`src/rtl/acs_pkg.sv`:
```
// Shared types and constants for the ADC channel statistics unit.
package acs_pkg;

	typedef struct packed {
		logic        req_type;
		logic [7:0]  channel;
		logic [15:0] voltage_mv;
		logic        fault_flag;
		logic        out_of_range_flag;
	} acs_in_t;

	typedef struct packed {
		logic [5:0]  row_channel;
		logic [23:0] sample_count;
		logic [15:0] mean_mv;
		logic [15:0] rms_mv;
		logic [15:0] min_mv;
		logic [15:0] max_mv;
		logic [15:0] std_dev_mv;
		logic [23:0] over_count;
		logic [23:0] under_count;
		logic [23:0] faulty_count;
		logic [23:0] range_flag_count;
		logic        last;
	} acs_out_t;

	localparam int CFG_IDX_W  = 2;
	localparam int CFG_DATA_W = 16;
	localparam logic [CFG_IDX_W-1:0] REG_OVER_LIMIT  = 2'd0;
	localparam logic [CFG_IDX_W-1:0] REG_UNDER_LIMIT = 2'd1;

	localparam logic REQ_SAMPLE = 1'b0;
	localparam logic REQ_REPORT = 1'b1;

	localparam logic [15:0] OVER_LIMIT_RESET  = 16'd3000;
	localparam logic [15:0] UNDER_LIMIT_RESET = 16'd300;
	localparam logic [15:0] MIN_EMPTY         = 16'hFFFF;

	// Arithmetic steps of one report row, run in this order.
	localparam int OP_W = 3;
	localparam logic [OP_W-1:0] OP_MEAN    = 3'd0;
	localparam logic [OP_W-1:0] OP_MSQ     = 3'd1;
	localparam logic [OP_W-1:0] OP_RMS     = 3'd2;
	localparam logic [OP_W-1:0] OP_MUL_NSQ = 3'd3;
	localparam logic [OP_W-1:0] OP_MUL_SUM = 3'd4;
	localparam logic [OP_W-1:0] OP_SD_ROOT = 3'd5;
	localparam logic [OP_W-1:0] OP_SD      = 3'd6;
	localparam logic [OP_W-1:0] OP_FIRST   = OP_MEAN;
	localparam logic [OP_W-1:0] OP_LAST    = OP_SD;

	typedef struct packed {
		logic            capture;
		logic            rd_report;
		logic            wr_sample;
		logic            clr_entry;
		logic            idx_inc;
		logic            op_start;
		logic [OP_W-1:0] op;
		logic            out_load;
	} acs_cmd_t;

	typedef struct packed {
		logic is_report;
		logic in_range;
		logic op_done;
		logic idx_last;
		logic out_free;
	} acs_stat_t;

endpackage

```
`src/rtl/acs_ctrl.sv`:
```
// Controller state machine: sample updates and the per-channel report sequence.
module acs_ctrl (
	input  logic              clk,
	input  logic              arst_n,
	input  logic              in_valid,
	output logic              in_ready,
	input  acs_pkg::acs_stat_t stat,
	output acs_pkg::acs_cmd_t  cmd
);
	import acs_pkg::*;

	localparam logic [2:0] S_IDLE     = 3'd0;
	localparam logic [2:0] S_DISPATCH = 3'd1;
	localparam logic [2:0] S_READ     = 3'd2;
	localparam logic [2:0] S_LOAD     = 3'd3;
	localparam logic [2:0] S_OP       = 3'd4;
	localparam logic [2:0] S_OUT      = 3'd5;

	logic [2:0]      state_q, state_d;
	logic [OP_W-1:0] op_q, op_d;

	always_comb begin
		cmd      = '0;
		state_d  = state_q;
		op_d     = op_q;
		in_ready = (state_q == S_IDLE);
		case (state_q)
			S_IDLE: begin
				if (in_valid) begin
					cmd.capture = 1'b1;
					state_d     = S_DISPATCH;
				end
			end
			S_DISPATCH: begin
				if (stat.is_report) begin
					cmd.rd_report = 1'b1;
					state_d       = S_LOAD;
				end else begin
					cmd.wr_sample = stat.in_range;
					state_d       = S_IDLE;
				end
			end
			S_READ: begin
				cmd.rd_report = 1'b1;
				state_d       = S_LOAD;
			end
			S_LOAD: begin
				cmd.clr_entry = 1'b1;
				cmd.op_start  = 1'b1;
				cmd.op        = OP_FIRST;
				op_d          = OP_FIRST;
				state_d       = S_OP;
			end
			S_OP: begin
				if (stat.op_done) begin
					if (op_q == OP_LAST) begin
						state_d = S_OUT;
					end else begin
						op_d         = op_q + 3'd1;
						cmd.op_start = 1'b1;
						cmd.op       = op_d;
					end
				end
			end
			S_OUT: begin
				if (stat.out_free) begin
					cmd.out_load = 1'b1;
					if (stat.idx_last) begin
						state_d = S_IDLE;
					end else begin
						cmd.idx_inc = 1'b1;
						state_d     = S_READ;
					end
				end
			end
			default: begin
				state_d = S_IDLE;
			end
		endcase
	end

	always_ff @(posedge clk or negedge arst_n) begin
		if (!arst_n) begin
			state_q <= S_IDLE;
			op_q    <= OP_FIRST;
		end else begin
			state_q <= state_d;
			op_q    <= op_d;
		end
	end

endmodule

```
`config.mk`:
```
export PLATFORM = sky130hd
export DESIGN_NAME = acs_ctrl
export DESIGN_NICKNAME = d
export VERILOG_FILES = /design/src/rtl/acs_pkg.sv /design/src/rtl/acs_ctrl.sv
export SDC_FILE = /design/constraint.sdc
export NUM_CORES = 1
export LEC_CHECK = 0
export ABC_CLOCK_PERIOD_IN_PS = 1200
export BUFFER_PORTS_ARGS = -buffer_cell sky130_fd_sc_hd__buf_2
export CORE_AREA = 10 10 47 49
export CTS_CLUSTER_SIZE = 25
export DETAILED_ROUTE_END_ITERATION = 7
export DIE_AREA = 0 0 57 59
export PLACE_DENSITY = 0.68
export SKIP_CTS_REPAIR_TIMING = 1
export SLEW_MARGIN = 20
export SYNTH_ARGS = -nofsm -noshare
export SYNTH_HDL_FRONTEND = slang
export SYNTH_SLANG_ARGS = --single-unit
export TNS_END_PERCENT = 100
```
`constraint.sdc`:
```
create_clock -name clk -period 1.2 [get_ports clk]
set_clock_uncertainty 0.05 [all_clocks]
set_input_delay 0.06 -clock clk [delete_from_list [all_inputs] [get_ports clk]]
set_output_delay 0.06 -clock clk [all_outputs]
set_load 0.05 [all_outputs]
```
**Word-level counts from Yosys, hierarchy flattened**

Cells that the tools add are included.

- Muxes and demuxes: 25
- Equal/unequal tests: 11
- Reduce and logical (&&, ||, !) cells: 4
- $add $sub $neg: 1

Operators by type and width:

| operator | count |
|---|---|
| $mux W3 | 6 |
| $pmux W3 S6 | 1 |
| $mux W1 | 11 |
| $ne A2 B2 Y1 const B | 5 |
| $eq A3 B3 Y1 const B | 3 |
| $mux W4 | 2 |
| $pmux W4 S2 | 1 |
| $eq A3 B2 Y1 const B | 2 |
| $pmux W3 S2 | 1 |
| $mux W2 | 2 |
| $reduce_and A4 Y1 | 1 |
| $add A3 B1 Y3 const B | 1 |
| $eq A3 B1 Y1 const B | 1 |
| $logic_not A3 Y1 | 1 |
| $reduce_and A3 Y1 | 1 |
| $pmux W1 S2 | 1 |
| $reduce_bool A2 Y1 | 1 |

- Flip-flop bits (word level): 6
- Bits of input ports: 8
- Word-level logic and storage cells: 43
- Output and inout bits: 11

**Logic depth before layout (Yosys ltp)**

Gate-level depths: netlist of the first run.

- Word-level depth: 4
- Depth in mapped cells: 6
- Depth with buffers taken out: 6

**Worst setup path before layout of the first run**

OpenSTA, ideal clock, no wires.

- Path kind: register -> output
- From: reg state_q[0]
- To: out cmd[9] in the netlist's numbering
- Required time: 1090 ps
- Cell stages (with the launch flop): 4
- Buffers on the path: 1
- Slack: -1158 ps
- Data arrival time: 2248 ps
- Cells stage by stage: dfrtp_1 > buf_2 > nor3_1 > and2_1

RTL lines:

| element | line | source |
|---|---|---|
| from (decl) | acs_ctrl.sv:19 | `logic [2:0] state_q, state_d;` |
| from (signal assigned) | acs_ctrl.sv:87 | `state_q <= state_d;` |
| to (decl) | acs_ctrl.sv:8 | `output acs_pkg::acs_cmd_t cmd` |

==> impl_metrics.yaml, run 1 <==
status:
  outcome: "finished, violations left"
  violations: "negative setup slack"
power:
  leakage_nw: 0.417
  ir_drop_mv: 1.03
  p_per_area_mw_per_mm2: 2210
  p_total_mw: 2.12
synthesis:
  synth_edf_count: 0
  syn_avg_cell_area_sq_um: 9.01
  synth_ff_type: "dfrtp_1"
  synthesis.area_sq_um: 450
  syn_nets: 60
  yosysSeqAreaShare_pct: 33.3
  ys_types: 29
  synth_cells: 50
  async_flop_share_pct: 100
  synth_warnings: 0
  yosys_register_bits: 6
final_layout:
  nets: 95
  drive_gt1_share_pct: 74.7
  syn_to_final_growth_pct: 113
  stdcell_count: 99
  antennaDiodeCount: 0
  fin_util_pct: 68.3
grt:
  groute.usage.overall_pct: 7.13
  grt_max_degree: 11
  grt_pass1_vias: 456
  grt.overflow.total: 0
  antenna_found_initial: 0
  grt_pass1_wl_um: 1960
floorplanning:
  core_area_sq_mm: 0.00140
  placementRows: 14
  die_width_um: 57
  pin_count: 19
  start_util_pct: 32.1
  die_area_sq_mm: 0.00336
  fp.dieH_um: 59
setup_path:
  reg2reg_from: "state_q[1]$_DFFE_PN0P_"
  start_kind: "flop"
  reg2reg_depth: 4
  crit_chain: "and4bb_4 > nand2_4 > nor2_4 > buf_6"
  r2r_slack_ns: -0.15
  critPathCaptureType: "output pin"
  worstSetupPathType: "flop to output pin"
  critPathSlowestCell: "and4bb_4"
  cpPeakStageDelay_ns: 0.43
  critical_path_arrival_ns: 1.42
  crit_required_ns: 1.09
  rr_endpoint: "op_q[2]$_DFFE_PN0P_"
  worstPathMaxFanout: 4
place:
  portBuffers: 18
  gp_congestion: 0.804
  dpl.cell_count: 90
clock_network:
  clk_path_buf_depth: 2
  numCtsBuffers: 3
  path_clk_slew_ns: 0.04
  clk_latency_ns: 0.24
  htreeDepth: 1
  root_buffer: "clkbuf_4"
  clock_sinks: 6
  cts_tree: "yes"
sta:
  hold_violations: 0
  max_freq_mhz: 653
  period_share_pct: 128
  setup_viol_count_final: 16
  fin_crit_ns: 1.53
  slew_headroom_pct: 82.8
  tightest_slew_ns: 0.258
  rsz0062_at_grt: "yes"
  slew_violations: 0
  setup_slack_ns: -0.332
route:
  via_count: 519
  viasPerCell: 5.24
  firstDrtPassIters: 2
  ant_nets: 0
  drc: 0
  post_drt_wl_per_cell_um: 15.4
  first_iter_violations: 2
  wl_um: 1520
run:
  cap_violations: 0
worst_hold_path:
  hp-class: "input port to asynchronous set/reset pin"
layout make-up:
class | instances | area, sq um
fillers | 104 | 444
multi-input cells | 38 | 419
repair buffers | 33 | 329
flip-flops and latches | 6 | 151
clock buffers | 3 | 22.5
well taps | 16 | 20.0
inverters | 3 | 15.0
placed cells by master, fill, tap and decap left out, drive strengths merged, types with 2 or more instances in the layout:
master / n
a21oi: 4
buf: 32
clkbuf: 3
dfrtp: 6
ha: 2
inv: 2
nand2: 4
nand2b: 2
nand3: 2
nor2: 4
nor3: 4
o21ai: 2
o2bb2ai: 2
per-layer routing:
layer	part of all wire [%]	vias to the layer above	track usage [%]	wire, um
met5	0	-	0	0
met2	54	16	11.8	815
li1	-	248	-	-
met4	0.66	0	2.35	10
met3	5.4	2	3.00	83
met1	40	253	8.10	614
flip-flops by register name, summed over array words and instances (netlist names):
register,count
state_q,3
op_q,3
metrics by stage:
stage                     setup TNS (ns)  instance area [sq um]  worst slack, ns  hold slack, ns
after floorplan                    -1.37                    554           -0.241          -0.286
after global placement            -0.832                    733           -0.105          -0.164
after detailed placement           -1.05                    733           -0.126          -0.163
after CTS                          -3.92                    756           -0.388          -0.419
after global routing               -3.78                    957           -0.378           0.123
final                              -3.05                    957           -0.332           0.116
Yosys cell counts, types with 2 or more instances:
| library cell | n | area [sq um] |
|---|---|---|
| dfrtp_1 | 6 | 150 |
| nand2_1 | 4 | 15.0 |
| nor2_1 | 4 | 15.0 |
| nor3_1 | 4 | 20.0 |
| a21oi_1 | 2 | 10.0 |
| buf_4 | 2 | 15.0 |
| ha_1 | 2 | 25.0 |
| inv_1 | 2 | 7.51 |
| nand2b_1 | 2 | 12.5 |
| nand3_1 | 2 | 10.0 |
| o2bb2ai_1 | 2 | 17.5 |
cells by family after synthesis:
family / synth area share [%]
AOI/OAI and AO/OA: 20.3
muxes: 2.50
DFF: 33.3
buffers and inverters: 6.94
adders and majority gates: 5.55
and+or+nand+nor: 29.4
xor gates and xnor gates: 1.94
power breakdown:
part | switching, mW | internal [mW] | total, mW
clock network | 0.0625 | 0.112 | 0.175
registers | 0.0812 | 0.273 | 0.354
logic | 0.838 | 0.752 | 1.59
how the worst max path moves through the flow:
stage                     cells after the start              startpoint                      to
after CTS                                     4  state_q[1]$_DFFE_PN0P_                  cmd[3]
after detailed placement                      4  state_q[1]$_DFFE_PN0P_                  cmd[3]
after global placement                        4  state_q[1]$_DFFE_PN0P_                  cmd[3]
final                                         4  state_q[1]$_DFFE_PN0P_                  cmd[2]
after floorplan                               4  state_q[1]$_DFFE_PN0P_  state_q[1]$_DFFE_PN0P_
after global routing                          4  state_q[1]$_DFFE_PN0P_                  cmd[2]
critical path, delay by kind of cell, from the launching register on:
kind	cells	cell delay, ns
buffers and inverters	1	0.16
DFF	1	0.42
and+or+nand+nor	3	0.61
No activity file was read; power rests on OpenSTA's default activity.
==> inputs of run 2 (changes only) <==
--- a/config.mk
+++ b/config.mk
@@ -13,6 +13,7 @@
 export DIE_AREA = 0 0 57 59
 export PLACE_DENSITY = 0.68
 export SKIP_CTS_REPAIR_TIMING = 1
+export SKIP_LAST_GASP = 1
 export SLEW_MARGIN = 20
 export SYNTH_ARGS = -nofsm -noshare
 export SYNTH_HDL_FRONTEND = slang
==> run 2 against run 1 <==
Net effect:
- critical path depth unchanged
- fmax down 0.15%
- combinational power about the same
- worst hold slack about the same
- the run still ends with negative setup slack left
- largest cell class unchanged
- via count down 1.9%
==> impl_metrics.yaml, run 2 (synthesis results as in run 1) <==
setup_path:
  critical_path_arrival_ns: 1.42
  worstSetupPathType: "flop to output pin"
  reg2reg_depth: 4
  critPathSlowestCell: "and4bb_4"
  crit_chain: "and4bb_4 > nand2_4 > nor2_4 > buf_6"
  crit_start: "state_q[1]$_DFFE_PN0P_"
  reg2reg_from: "state_q[1]$_DFFE_PN0P_"
  crit_required_ns: 1.09
  start_kind: "flop"
  r2r_slack_ns: -0.15
  rr_endpoint: "op_q[2]$_DFFE_PN0P_"
  cpPeakStageDelay_ns: 0.43
  worstPathMaxFanout: 4
  critPathTopFamily: "simple AND/OR/NAND/NOR gates"
  critPathCaptureType: "output pin"
  critical_path_buf_inv_count: 1
status:
  outcome: "finished, violations left"
  violations: "negative setup slack"
final_layout:
  syn_to_final_growth_pct: 111
  drive_gt1_share_pct: 73.5
  nets: 95
  reg.largest.list: "op_q (3), state_q (3)"
  final_cell_mix: "buf_4, buf_6, buf_2"
  antennaDiodeCount: 0
  final_common_cell: "buf_4"
  stdcell_count: 99
  fin_util_pct: 67.9
grt:
  antenna_found_initial: 0
  grt_max_degree: 11
  groute.usage.overall_pct: 7.13
  grt_pass1_vias: 456
  grt.overflow.total: 0
  grt_pass1_wl_um: 1960
clock_network:
  clk_latency_ns: 0.24
  clk_path_buf_depth: 2
  path_clk_slew_ns: 0.04
  cts_tree: "yes"
  clock_sinks: 6
  root_buffer: "clkbuf_4"
  htreeDepth: 1
  numCtsBuffers: 3
place:
  place_ws_ns: -0.126
  gp_congestion: 0.804
  dpl.cell_count: 90
  portBuffers: 18
sta:
  max_freq_mhz: 652
  timing.hold.ws_ns: 0.115
  setup-tns-final_ns: -3.14
  hold_violations: 0
  setup_viol_count_final: 16
  slew_violations: 0
  slew_headroom_pct: 82.9
  rsz0062_at_grt: "yes"
  setup_slack_ns: -0.335
  fin_crit_ns: 1.53
  period_share_pct: 128
  tightest_slew_ns: 0.257
floorplanning:
  die_area_sq_mm: 0.00336
  placementRows: 14
  core_area_sq_mm: 0.00140
  pin_count: 19
  start_util_pct: 32.1
  fp.dieH_um: 59
  die_width_um: 57
power:
  leakage_nw: 0.418
  ir_drop_mv: 1.03
  p_per_area_mw_per_mm2: 2210
route:
  drc: 0
  first_iter_violations: 1
  post_drt_wl_per_cell_um: 15.4
  firstDrtPassIters: 2
  ant_nets: 0
  wl_um: 1520
  via_count: 509
  viasPerCell: 5.14
run:
  cap_violations: 0
worst_hold_path:
  hp-class: "input port to asynchronous set/reset pin"
run 2: cell counts in the layout (fill, tap and decap cells not counted):
No cell type changed its count.
run 2: where the power goes:
part / internal, mW / switching [mW]
clock network: 0.112 / 0.0628
registers: 0.271 / 0.0804
logic: 0.745 / 0.835
total: 1.13 / 0.978
run 2: layer usage:
metal / up-vias / GRT usage [%] / routed length (um)
met5: - / 0 / 0
met4: 0 / 2.35 / 15
met3: 2 / 3.00 / 78
met2: 12 / 11.8 / 813
met1: 247 / 8.10 / 617
li1: 248 / - / -
run 2: worst max path at each step:
stage | cells past startpoint | endpoint | slack [ns]
5_1_grt | 4 | cmd[2] | -0.38
3_5_place_dp | 4 | cmd[3] | -0.13
4_1_cts | 4 | cmd[3] | -0.39
6_report | 4 | cmd[2] | -0.33
2_1_floorplan | 4 | state_q[1]$_DFFE_PN0P_ | -0.24
3_3_place_gp | 4 | cmd[3] | -0.10
run 2: stage by stage:
stage               total power [mW]  area, sq um
global placement                1.54          733
global route                    2.22          952
floorplan                       1.22          554
finish                          2.11          952
CTS                             1.75          756
detailed placement              1.56          733
run 2: cell type report:
cell class / count / area (sq um)
Inverter: 3 / 15.0
Timing Repair Buffer: 33 / 325
Fill cell: 104 / 449
Multi-Input combinational cell: 38 / 419
Clock buffer: 3 / 22.5
Sequential cell: 6 / 150
Tap cell: 16 / 20.0
